==> src/sv/ksa_pkg.sv <==
// Shared constants and types for the key share scan accumulator.
`default_nettype none
package ksa_pkg;

   // key bytes gathered and canary bytes in a code match
   localparam int KEYS       = 8;
   localparam int CANARIES   = 4;
   localparam int WIN        = 2 + CANARIES + KEYS;
   localparam int FILL_W     = $clog2(WIN + 1);
   localparam int KEY_IDX_W  = (KEYS > 1) ? $clog2(KEYS) : 1;
   localparam int KEY_BYTES_W = 64;

   localparam logic [7:0] JMP_OPCODE = 8'hEB;
   localparam logic [7:0] LEN_MARK   = 8'((KEYS + CANARIES) & 255);

   // heap/stack period counter: gap + span, both 16 bit
   localparam int CNT_W = 16;
   localparam int POS_W = CNT_W + 1;

   // region codes on req_type
   localparam logic [1:0] REGION_CODE  = 2'd0;
   localparam logic [1:0] REGION_HEAP  = 2'd1;
   localparam logic [1:0] REGION_STACK = 2'd2;

   // register indexes
   localparam int CSR_IDX_W = 3;
   localparam int CSR_DATA_W = 16;
   localparam logic [CSR_IDX_W-1:0] CSR_CANARY_BYTE  = 3'd0;
   localparam logic [CSR_IDX_W-1:0] CSR_HEAP_GAP     = 3'd1;
   localparam logic [CSR_IDX_W-1:0] CSR_HEAP_USED    = 3'd2;
   localparam logic [CSR_IDX_W-1:0] CSR_STACK_GAP    = 3'd3;
   localparam logic [CSR_IDX_W-1:0] CSR_STACK_USED   = 3'd4;

   typedef struct packed {
      logic [7:0]       canary_byte;
      logic [CNT_W-1:0] heap_gap;
      logic [CNT_W-1:0] heap_used;
      logic [CNT_W-1:0] stack_gap;
      logic [CNT_W-1:0] stack_used;
   } ksa_cfg_type;

   // one processed byte as seen by a tracking unit
   typedef struct packed {
      logic       fire;     // byte is consumed this cycle
      logic       restart;  // byte opens a new region
      logic       active;   // byte belongs to this unit's region kind
      logic [7:0] data;
   } ksa_step_type;

endpackage
`default_nettype wire

==> src/sv/ksa_csr.sv <==
// Configuration registers of the key share scan accumulator.
`default_nettype none
module ksa_csr (
   input  wire logic                                clock,
   input  wire logic                                reset,
   input  wire logic                                csr_write_en,
   input  wire logic [ksa_pkg::CSR_IDX_W-1:0]       csr_index,
   input  wire logic [ksa_pkg::CSR_DATA_W-1:0]      csr_wdata,
   output ksa_pkg::ksa_cfg_type                     cfg
);

   ksa_pkg::ksa_cfg_type cfg_ff;

   always_ff @(posedge clock) begin
      if (reset) begin
         cfg_ff.canary_byte  <= 8'd0;
         cfg_ff.heap_gap     <= '0;
         cfg_ff.heap_used    <= ksa_pkg::CNT_W'(8);
         cfg_ff.stack_gap    <= '0;
         cfg_ff.stack_used   <= ksa_pkg::CNT_W'(8);
      end else if (csr_write_en) begin
         unique case (csr_index)
            ksa_pkg::CSR_CANARY_BYTE:  cfg_ff.canary_byte  <= csr_wdata[7:0];
            ksa_pkg::CSR_HEAP_GAP:     cfg_ff.heap_gap     <= csr_wdata;
            ksa_pkg::CSR_HEAP_USED:    cfg_ff.heap_used    <= csr_wdata;
            ksa_pkg::CSR_STACK_GAP:    cfg_ff.stack_gap    <= csr_wdata;
            ksa_pkg::CSR_STACK_USED:   cfg_ff.stack_used   <= csr_wdata;
            default: ;
         endcase
      end
   end

   assign cfg = cfg_ff;

endmodule
`default_nettype wire

==> src/sv/ksa_window.sv <==
// Code region sliding window and jump/canary pattern match.
`default_nettype none
module ksa_window (
   input  wire logic                                   clock,
   input  wire logic                                   reset,
   input  wire ksa_pkg::ksa_step_type                  step,
   input  wire logic [7:0]                             canary_byte,
   output logic                                        hit,
   output logic [ksa_pkg::KEYS-1:0][7:0]               share
);

   logic [ksa_pkg::WIN-1:0][7:0]    win_ff, win_in;
   logic [ksa_pkg::FILL_W-1:0]      fill_ff, fill_in, fill_base;
   logic                            canary_ok;

   always_comb begin
      // shift oldest out at index 0, newest in at the top
      for (int i = 0; i < ksa_pkg::WIN - 1; i++) begin
         win_in[i] = win_ff[i+1];
      end
      win_in[ksa_pkg::WIN-1] = step.data;

      fill_base = step.restart ? '0 : fill_ff;
      if (fill_base < ksa_pkg::FILL_W'(ksa_pkg::WIN)) begin
         fill_in = fill_base + 1'b1;
      end else begin
         fill_in = fill_base;
      end

      canary_ok = 1'b1;
      for (int i = 0; i < ksa_pkg::CANARIES; i++) begin
         if (win_in[2+i] != canary_byte) begin
            canary_ok = 1'b0;
         end
      end

      for (int i = 0; i < ksa_pkg::KEYS; i++) begin
         share[i] = win_in[2+ksa_pkg::CANARIES+i];
      end

      hit = step.fire && step.active
         && (fill_in == ksa_pkg::FILL_W'(ksa_pkg::WIN))
         && (win_in[0] == ksa_pkg::JMP_OPCODE)
         && (win_in[1] == ksa_pkg::LEN_MARK)
         && canary_ok;
   end

   always_ff @(posedge clock) begin
      if (reset) begin
         win_ff  <= '0;
         fill_ff <= '0;
      end else if (step.fire) begin
         if (step.active) begin
            win_ff  <= win_in;
            fill_ff <= fill_in;
         end else if (step.restart) begin
            fill_ff <= '0;
         end
      end
   end

endmodule
`default_nettype wire

==> src/sv/ksa_period.sv <==
// Heap/stack period counter selecting which bytes are key shares.
`default_nettype none
module ksa_period (
   input  wire logic                                clock,
   input  wire logic                                reset,
   input  wire ksa_pkg::ksa_step_type               step,
   input  wire logic [ksa_pkg::CNT_W-1:0]           gap,
   input  wire logic [ksa_pkg::CNT_W-1:0]           used,
   output logic                                     share_en,
   output logic [ksa_pkg::KEY_IDX_W-1:0]            share_idx
);

   logic [ksa_pkg::POS_W-1:0] pos_ff, pos_in;
   logic [ksa_pkg::POS_W-1:0] base, pos0, pos1, len, off;
   logic [ksa_pkg::CNT_W-1:0] span;

   always_comb begin
      // a short used span still covers a whole share
      span = (used < ksa_pkg::CNT_W'(ksa_pkg::KEYS)) ? ksa_pkg::CNT_W'(ksa_pkg::KEYS) : used;
      len  = {1'b0, gap} + {1'b0, span};
      base = step.restart ? '0 : pos_ff;
      // period shrank under us: restart it
      pos0 = (base >= len) ? '0 : base;
      off  = pos0 - {1'b0, gap};
      share_en = step.fire && step.active && (pos0 >= {1'b0, gap})
         && (off < ksa_pkg::POS_W'(ksa_pkg::KEYS));
      share_idx = off[ksa_pkg::KEY_IDX_W-1:0];
      pos1 = pos0 + 1'b1;
      pos_in = (pos1 >= len) ? '0 : pos1;
   end

   always_ff @(posedge clock) begin
      if (reset) begin
         pos_ff <= '0;
      end else if (step.fire) begin
         if (step.active) begin
            pos_ff <= pos_in;
         end else if (step.restart) begin
            pos_ff <= '0;
         end
      end
   end

endmodule
`default_nettype wire

==> src/sv/key_share_scan_accumulator.sv <==
// Top level: input register, region trackers, key accumulators, result register.
//
//  channel | ports                                   | moves
//  --------+-----------------------------------------+--------------------------------
//  req     | req_valid/req_ready, req_type,          | one memory byte per transaction
//          | req_data_byte, req_last_in_region,      |
//          | req_last_of_scan                        |
//  rsp     | rsp_valid/rsp_ready, rsp_key_bytes      | packed keys, one per scan
//  csr     | csr_write_en, csr_index, csr_wdata      | register write, no handshake
//
// One byte per cycle sustained while nothing stalls. A byte is held in the input register and is
// folded into the window, period counter and keys as it leaves it; a scan's keys pass from the
// input register into the result register, which drives rsp.
// Reset (synchronous) clears windows, counters, keys and loads register defaults.
// Only a last-of-scan byte can stall, and only while the result register still
// holds an untaken transaction; req_ready then drops until rsp_ready frees it.
`default_nettype none
module key_share_scan_accumulator (
   input  wire logic                                 clock,
   input  wire logic                                 reset,
   // byte stream
   input  wire logic                                 req_valid,
   output logic                                      req_ready,
   input  wire logic [1:0]                           req_type,
   input  wire logic [7:0]                           req_data_byte,
   input  wire logic                                 req_last_in_region,
   input  wire logic                                 req_last_of_scan,
   // key result
   output logic                                      rsp_valid,
   input  wire logic                                 rsp_ready,
   output logic [ksa_pkg::KEY_BYTES_W-1:0]           rsp_key_bytes,
   // configuration
   input  wire logic                                 csr_write_en,
   input  wire logic [ksa_pkg::CSR_IDX_W-1:0]        csr_index,
   input  wire logic [ksa_pkg::CSR_DATA_W-1:0]       csr_wdata
);

   ksa_pkg::ksa_cfg_type cfg;

   // input register
   logic       in_valid_ff;
   logic [1:0] in_type_ff;
   logic [7:0] in_data_ff;
   logic       in_last_region_ff;
   logic       in_last_scan_ff;

   // region start flag: next processed byte opens a new region
   logic       start_ff, start_in;

   // result register
   logic                              out_valid_ff;
   logic [ksa_pkg::KEY_BYTES_W-1:0]   out_keys_ff;

   logic fire;
   logic is_heap;
   ksa_pkg::ksa_step_type code_step, per_step;

   logic                                 win_hit;
   logic [ksa_pkg::KEYS-1:0][7:0]        win_share;
   logic                                 per_en;
   logic [ksa_pkg::KEY_IDX_W-1:0]        per_idx;
   logic [ksa_pkg::CNT_W-1:0]            sel_gap, sel_used;

   logic [ksa_pkg::KEYS-1:0][7:0]        keys_ff, keys_in;
   logic [ksa_pkg::KEY_BYTES_W-1:0]      keys_packed;

   ksa_csr u_csr (
      .clock        (clock),
      .reset        (reset),
      .csr_write_en (csr_write_en),
      .csr_index    (csr_index),
      .csr_wdata    (csr_wdata),
      .cfg          (cfg)
   );

   // a byte moves on unless it must drop keys into a still-full result register
   assign fire      = in_valid_ff && (!in_last_scan_ff || !out_valid_ff || rsp_ready);
   assign req_ready = !in_valid_ff || fire;

   assign is_heap = (in_type_ff == ksa_pkg::REGION_HEAP);

   always_comb begin
      code_step.fire    = fire;
      code_step.restart = start_ff;
      code_step.active  = (in_type_ff == ksa_pkg::REGION_CODE);
      code_step.data    = in_data_ff;

      per_step.fire     = fire;
      per_step.restart  = start_ff;
      per_step.active   = is_heap || (in_type_ff == ksa_pkg::REGION_STACK);
      per_step.data     = in_data_ff;

      sel_gap  = is_heap ? cfg.heap_gap  : cfg.stack_gap;
      sel_used = is_heap ? cfg.heap_used : cfg.stack_used;
   end

   ksa_window u_window (
      .clock        (clock),
      .reset        (reset),
      .step         (code_step),
      .canary_byte  (cfg.canary_byte),
      .hit          (win_hit),
      .share        (win_share)
   );

   ksa_period u_period (
      .clock     (clock),
      .reset     (reset),
      .step      (per_step),
      .gap       (sel_gap),
      .used      (sel_used),
      .share_en  (per_en),
      .share_idx (per_idx)
   );

   // XOR gather; code and period shares never land in the same cycle
   always_comb begin
      keys_packed = '0;
      for (int k = 0; k < ksa_pkg::KEYS; k++) begin
         keys_in[k] = keys_ff[k];
         if (win_hit) begin
            keys_in[k] = keys_in[k] ^ win_share[k];
         end
         if (per_en && (per_idx == ksa_pkg::KEY_IDX_W'(k))) begin
            keys_in[k] = keys_in[k] ^ in_data_ff;
         end
         keys_packed[8*k +: 8] = keys_in[k];
      end
      start_in = in_last_region_ff || in_last_scan_ff;
   end

   always_ff @(posedge clock) begin
      if (reset) begin
         in_valid_ff  <= 1'b0;
         start_ff     <= 1'b1;
         out_valid_ff <= 1'b0;
         keys_ff      <= '0;
      end else begin
         if (req_ready) begin
            in_valid_ff <= req_valid;
         end
         if (fire) begin
            start_ff <= start_in;
            if (in_last_scan_ff) begin
               keys_ff <= '0;
            end else begin
               keys_ff <= keys_in;
            end
         end
         if (fire && in_last_scan_ff) begin
            out_valid_ff <= 1'b1;
         end else if (rsp_ready) begin
            out_valid_ff <= 1'b0;
         end
      end
   end

   // payload registers
   always_ff @(posedge clock) begin
      if (req_ready && req_valid) begin
         in_type_ff        <= req_type;
         in_data_ff        <= req_data_byte;
         in_last_region_ff <= req_last_in_region;
         in_last_scan_ff   <= req_last_of_scan;
      end
      if (fire && in_last_scan_ff) begin
         out_keys_ff <= keys_packed;
      end
   end

   assign rsp_valid     = out_valid_ff;
   assign rsp_key_bytes = out_keys_ff;

endmodule
`default_nettype wire
==> config.mk <==
export PLATFORM = sky130hd
export DESIGN_NAME = key_share_scan_accumulator
export DESIGN_NICKNAME = d
export VERILOG_FILES = /design/src/sv/ksa_pkg.sv /design/src/sv/ksa_csr.sv /design/src/sv/ksa_window.sv /design/src/sv/ksa_period.sv /design/src/sv/key_share_scan_accumulator.sv
export SDC_FILE = /design/constraint.sdc
export NUM_CORES = 1
export LEC_CHECK = 0
export BUFFER_PORTS_ARGS = -buffer_cell sky130_fd_sc_hd__buf_2
export CORE_MARGIN = 2
export CORE_UTILIZATION = 62
export DETAILED_ROUTE_END_ITERATION = 12
export PLACE_DENSITY = 0.88
export SLEW_MARGIN = 5
export SYNTH_ARGS = -nofsm -noshare
export SYNTH_HDL_FRONTEND = slang
export SYNTH_HIERARCHICAL = 1
export SYNTH_SLANG_ARGS = --single-unit
==> constraint.sdc <==
create_clock -name clock -period 10.53 [get_ports clock]
set_input_delay 1.5795 -clock clock [delete_from_list [all_inputs] [get_ports clock]]
set_output_delay 1.5795 -clock clock [all_outputs]
set_load 0.01 [all_outputs]
Yosys cells after proc, flatten, opt, wreduce, memory -nomap -nowiden
Cells that the tools add are included.

word-level totals
  flip-flop bits (word level) = 340
  bits in latches = 0
  RAM bits = 0
  memory bits (read-only) = 0
  input bits = 36
  output and inout port bits = 66
  word-level logic and storage cells = 152
  memories kept = 0

operators by class
  add/sub/neg operators = 4
  multipliers = 0
  divide/modulo/power cells = 0
  $lt $le $gt $ge = 6
  equality and inequality tests = 20
  shift-type cells = 0
  muxes and demuxes = 33
  bitwise gates (word level) = 16
  reduce and logical (&&, ||, !) cells = 37

operators by type and width
  operator                                                                        number
  8-bit two-way mux                                                               16
  8-bit bitwise XOR                                                               16
  17-bit two-way mux                                                              4
  64-bit two-way mux                                                              1
  16-bit two-way mux                                                              3
  17-bit greater-or-equal comparator                                              2
  8-bit != test                                                                   4
  1-bit logical AND                                                               19
  16-bit by 16-bit adder with 17-bit output                                       1
  17-bit by 1-bit adder with 17-bit output (second input constant)                1
  17-bit by 16-bit greater-or-equal comparator with 1-bit output                  1
  17-bit by 4-bit less-than comparator with 1-bit output (second input constant)  1
  17-bit by 16-bit subtractor with 17-bit output                                  1
  16-bit by 4-bit less-than comparator with 1-bit output (second input constant)  1
  3-bit == test (second input constant)                                           5
  3-bit by 2-bit == test with 1-bit output (second input constant)                4
  4-bit two-way mux                                                               3
  2-bit AND reduction                                                             6
  8-bit by 4-bit == test with 1-bit output (second input constant)                1
  8-bit == test (second input constant)                                           1
  3-bit by 1-bit == test with 1-bit output (second input constant)                2
  3-bit zero test                                                                 2
  1-bit two-way mux                                                               6
  1-bit logical OR                                                                5
  8 further kinds                                                                 10

Depth between registers and ports, before layout
  depth in word-level cells = 13
  gate-level depth with buffers = 47
  depth with buffers taken out = 43

By module
The synthesis kept the hierarchy.

by module, submodules not included
  module                      instances  cells each  area each (µm²)  seq. area each (µm²)
  key_share_scan_accumulator  1          897         7,955.1          3,623.5
  ksa_window                  1          580         4,503.1          2,162.1
  ksa_period                  1          523         3,866.2          340.3
  ksa_csr                     1          258         2,884.0          1,441.4

Worst setup path after synthesis
Ideal clock, no wire load.

  kind = reg2reg
  from = reg in_type_ff[1]
  to = reg out_keys_ff, in the netlist rsp_key_bytes[7], data pin
  setup time = 0.259 ns
  arrival = 8.690 ns
  data required time = 10.271 ns
  slack = 1.581 ns
  stages on the path, launching flop included = 45
  buffers on the path = 6
  clock period less this slack = 8.949 ns
  cell sequence = edfxtp_1 inv_1 ha_1 clkbuf_1 buf_1 mux2_2 nor4_1 nand4_1 and2_1 ha_1 fa_1 a21o_1 a21boi_1 nor2_1 a21o_1 a21oi_1 o21bai_1 a21oi_1 [... 9 more ...] buf_2 nor2_1 ha_1 clkbuf_1 o2111ai_1 a31oi_1 o21ai_0 a2111oi_0 nand3_1 nor4_1 mux2i_1 o211ai_1 and4_1 nor4b_4 buf_4 a21oi_1 or2_2 xor2_1

RTL lines
  what                    line                               RTL
  start, declared         key_share_scan_accumulator.sv:42   logic [1:0] in_type_ff;
  start signal, assigned  key_share_scan_accumulator.sv:161  in_type_ff <= req_type;
  end signal, assigned    key_share_scan_accumulator.sv:167  out_keys_ff <= keys_packed;
  end, declared           key_share_scan_accumulator.sv:52   logic [ksa_pkg::KEY_BYTES_W-1:0] out_keys_ff;

Worst setup path in the final report
  from = reg in_type_ff[1]
  to = reg u_period/pos_ff[0] (netlist name)

between the ends
  longest elaborated chain between the ends = 11
  elaborated cells on any way between the ends = 14
  classes of those cells = add/sub (2); order compare (3); eq/ne (2); mux (6); reduce/logical (1)

RTL lines
  what                                                    line                              RTL
  2-bit by 1-bit == test with 1-bit output (*)            key_share_scan_accumulator.sv:80  assign is_heap = (in_type_ff == ksa_pkg::REGION_HEAP);
  16-bit two-way mux (*)                                  key_share_scan_accumulator.sv:94  sel_used = is_heap ? cfg.heap_used : cfg.stack_used;
  via sel_used, one bit                                   key_share_scan_accumulator.sv:62  logic [ksa_pkg::CNT_W-1:0] sel_gap, sel_used;
  16-bit by 4-bit less-than comparator with 1-bit output  ksa_period.sv:19                  span = (used < ksa_pkg::CNT_W'(ksa_pkg::KEYS)) ? ksa_pkg::CNT_W'(ksa_pkg::KEYS) : used;
  16-bit two-way mux (*)                                  ksa_period.sv:19
  16-bit by 16-bit adder with 17-bit output (*)           ksa_period.sv:20                  len = {1'b0, gap} + {1'b0, span};
  17-bit greater-or-equal comparator                      ksa_period.sv:23                  pos0 = (base >= len) ? '0 : base;
  17-bit two-way mux                                      ksa_period.sv:23
  17-bit by 1-bit adder with 17-bit output                ksa_period.sv:28                  pos1 = pos0 + 1'b1;
  17-bit greater-or-equal comparator                      ksa_period.sv:29                  pos_in = (pos1 >= len) ? '0 : pos1;
  17-bit two-way mux (*)                                  ksa_period.sv:29
  17-bit two-way mux (*)                                  ksa_period.sv:36                  if (step.active) begin
  end signal, assigned                                    ksa_period.sv:37                  pos_ff <= pos_in;
  end, declared                                           ksa_period.sv:13                  logic [ksa_pkg::POS_W-1:0] pos_ff, pos_in;

The timed path passes the listed nets; every way through them passes the cells marked *.
A chain may end at the register's enable or synchronous reset.

==> flow_summary_export.csv <==
group,metric,value,unit
run_status,status,"completed",
yosys,postSynthRegisterBits,340,
clocking,numClockSinks,340,
clocking,clockBufferDepth,3,
die,die_area,0.0324,mm2
drt,drcViolationCount,0,
drt,drtAntennaViolNets,0,
die,core.rowCount,64,
critical_path,worst-setup-path-type,"reg2reg",
timing,hold_vio_cnt_final,0,
yosys,synthesis.instances,2258,
power,ir_drop,0.000111,V
critical_path,timing.critical_path.fanout_max,28,
die,chipHeight,180,um
yosys,synth_top_cell_by_area,"dfxtp_1",
grt,grt_util_all_layers,28.3,%
critical_path,critical_path_arrival,10.21,ns
critical_path,critical_path.slowest_cell,"or3_1",
critical_path,cp.required,10.92,ns
yosys,netlist.area_leader.share,27.5,%
clocking,worstSkewPairLatency,0.55,ns
yosys,async_reset_ff_share,0,%
grt,grt_overflow_total,0,
die,die-width,180,um
power,totalPowerFinal,2.86,mW
placement,finalWeightedCongestion,0.968,
drt,vias_per_cell,6.05,
yosys,synth.yosys.seq_area_share,39.4,%
timing,timing_max_transition_violations_final,0,
clocking,cts.htree.levels,2,
yosys,synthDistinctLibCells,89,
timing,finalSetupTns,0,ns
grt,first_pass_grt_wire_length,76200,um
placement,post_detail_place_hpwl,32400,um
flow_run,max_cap_viol_count,0,
final_layout,regArea,0.00757,mm2
grt,grt_antenna_before_repair,0,
critical_path,setup.worst_path.end_class,"register",
grt,grt_pass1_vias,15327,
die,floorplan.io_pins,102,
final_layout,multi_input_gate_area,0.0104,mm2
yosys,synth.yosys.warnings,6,
timing,timing.final.crit_share,93.2,%
clocking,clk_pin_slew_worst_paths,0.06,ns
placement,numPortBuffers,101,
yosys,synth_fp_nets,2361,
critical_path,critPathMaxStageDelay,0.43,ns
yosys,yosys_most_used_dff,"dfxtp_1",
yosys,mappedNetlistArea,0.0192,mm2
drt,length_of_the_first_detailed_routing_pass_in_iterations,5,
timing,max_slew_margin,21.2,%
worst_hold_path,worstHoldPathType,"reg2reg",
timing,final-setup-viol-count,0,
power,leakagePower,8.22,nW
timing,finClkSkew,0.0266,ns
clocking,cts_made_buffers,37,
final_layout,flow.area_growth_from_synthesis,6.70,%
die,core_area,0.0305,mm2
drt,detail_route.wirelength,47500,um
final_layout,design.final.nets,2316,
drt,starting_drt_drc_count,1391,
drt,routed_via_count,15956,
yosys,ys_top_cells_by_area,"dfxtp_1 28%, edfxtp_1 12%, nand2_1 8.4%, a21oi_1 5.2%, ha_1 4.2%",
timing,tightest_slew,1.18,ns
yosys,synth-edff-count,76,
final_layout,fillers,2375,
yosys,post_synth.cell_area_avg,8.51,um2
critical_path,startpoint_class,"register",
power,power-per-cell-area,139,mW/mm2
clocking,clock_tree.root_cell,"clkbuf_16",
grt,pin_count_of_the_biggest_net_entering_global_routing,127,
die,initial_core_util,63.0,%
timing,setup_repair_after_global_routing_missed_its_margin,"no",
final_layout,post_route_cells_drive_above_1_share,12.0,%
drt,wirelength_per_cell,18.0,um
timing,timing.fmax,102,MHz
clocking,cts_tree,"yes",
timing,post-route-min-period,9.82,ns
final_layout,n_antenna_cell,0,
[metal layers]
layer  vias to the layer above  routed length (um)  track usage, %
met5                         -                   0               0
met1                      7584               19600            34.9
met2                       577               23200            49.4
li1                       7676                   -               -
met4                         0                1920            12.2
met3                       119                2780            3.94
[final cells by class]
class,instances,share of cell area (%)
Sequential cell,340,36.9
Tap cell,396,2.42
Clock buffer,54,5.32
Multi-Input combinational cell,1681,51.0
Timing Repair Buffer,112,3.02
Inverter,41,0.751
Clock inverter,13,0.592
[through the flow]
step                instance area (um2)  hold slack, ns  util [%]  std cells  setup WS, ns
floorplan                         19200           0.426         -       2258          1.58
global placement                  19200           0.435      63.0       2569         0.997
detailed placement                19200           0.438      63.0       2569         0.651
CTS                               20400           0.446      67.0       2636         0.560
global route                      20500           0.471      67.2       2637        0.0238
finish                            20500           0.447      67.2       2637         0.712
[repair_timing]
action,4_1_cts,5_1_grt
endpoints found under the hold margin,0,0
hold buffers,0,0
resized for setup,0,9
setup buffers,0,1
endpoints found under the setup margin,0,139
[worst max-delay path: cells and delay by family (launching register included)]
kind,cells,cell delay (ns)
simple gates,22,4.03
fa+ha+maj,5,1.42
compound gates,11,2.61
mux,1,0.37
xor+xnor,2,0.41
buf+inv,3,0.45
flops,1,0.35
[cells by family after synthesis]
group / Yosys count / share of synthesized area, %
multiplexers: 111 / 5.99
AO/OA/AOI/OAI: 460 / 14.7
AND/OR/NAND/NOR: 940 / 24.1
XOR/XNOR: 102 / 4.69
buffers and inverters: 237 / 6.61
adder cells (fa/ha/maj): 68 / 4.50
flip-flops: 340 / 39.4
[power by group]
group | total [mW] | switching (mW) | internal, mW
clock | 1.29 | 0.538 | 0.750
sequential | 1.37 | 0.0224 | 1.35
combinational | 0.196 | 0.124 | 0.0715
total | 2.86 | 0.684 | 2.17
[synth_stat cells (all sizes together) (3+ instances only)]
cell type    n
mux2i       79
or3         45
and4b        4
and4         5
o21a        20
and4bb       5
xnor2       61
nor3        12
nand4b       4
edfxtp      76
o31ai        5
nand2      432
a31oi        8
or4          6
clkbuf      84
o21ai       93
ha          65
or2         25
o211ai      67
o21bai       6
a21boi       3
nor2       141
nor4b        3
nand4       12
a211oi      16
mux2        32
inv         41
a2111oi      3
nand4bb      5
and2         6
buf        112
o22ai        3
xor2        41
dfxtp      264
and3        74
nand3       26
nor4        10
nor2b       13
nand2b     105
o31a         4
a21o        13
a21oi      201
[flip-flops by register name, summed over array words and instances (netlist names)]
register and count:
rsp_valid 1, in_last_scan_ff 1, u_window/fill_ff 4, in_data_ff 8
in_valid_ff 1, in_type_ff 2, u_period/pos_ff 17, keys_ff 64
in_last_region_ff 1, start_ff 1, rsp_key_bytes 64, u_csr/cfg 72
u_window/share 56, u_window/win_ff 48
[placed cells by master (no fill, tap or decap), types with 17 or more instances in the layout]
cell type,synthesis,final
dfxtp_1,264,264
and3_1,72,72
o21a_1,20,20
inv_1,41,41
nand3_1,17,17
o211ai_1,67,67
buf_2,21,100
edfxtp_1,76,76
nor2_1,140,139
or3_1,44,44
nand2_1,431,430
xor2_1,40,40
mux2_2,32,32
ha_1,65,65
mux2i_1,79,79
nand2b_1,105,105
clkbuf_16,0,38
o21ai_0,85,85
a21oi_1,200,199
xnor2_1,61,61
[worst paths after layout]
| check | startpoint | end | slack (ns) | cells past startpoint |
|---|---|---|---|---|
| worst max-delay path | in_type_ff[1]$_DFFE_PP_ | u_period/pos_ff[0]$_SDFFE_PP0P_ | 0.71 | 44 |
| worst min-delay path | u_period/pos_ff[16]$_SDFFE_PP0P_ | u_period/pos_ff[16]$_SDFFE_PP0P_ | 0.45 | 2 |
| worst max register to register | in_type_ff[1]$_DFFE_PP_ | u_period/pos_ff[0]$_SDFFE_PP0P_ | 0.71 | 44 |
| worst min register to register | u_period/pos_ff[16]$_SDFFE_PP0P_ | u_period/pos_ff[16]$_SDFFE_PP0P_ | 0.45 | 2 |
Power figures use the tool's default switching activity.
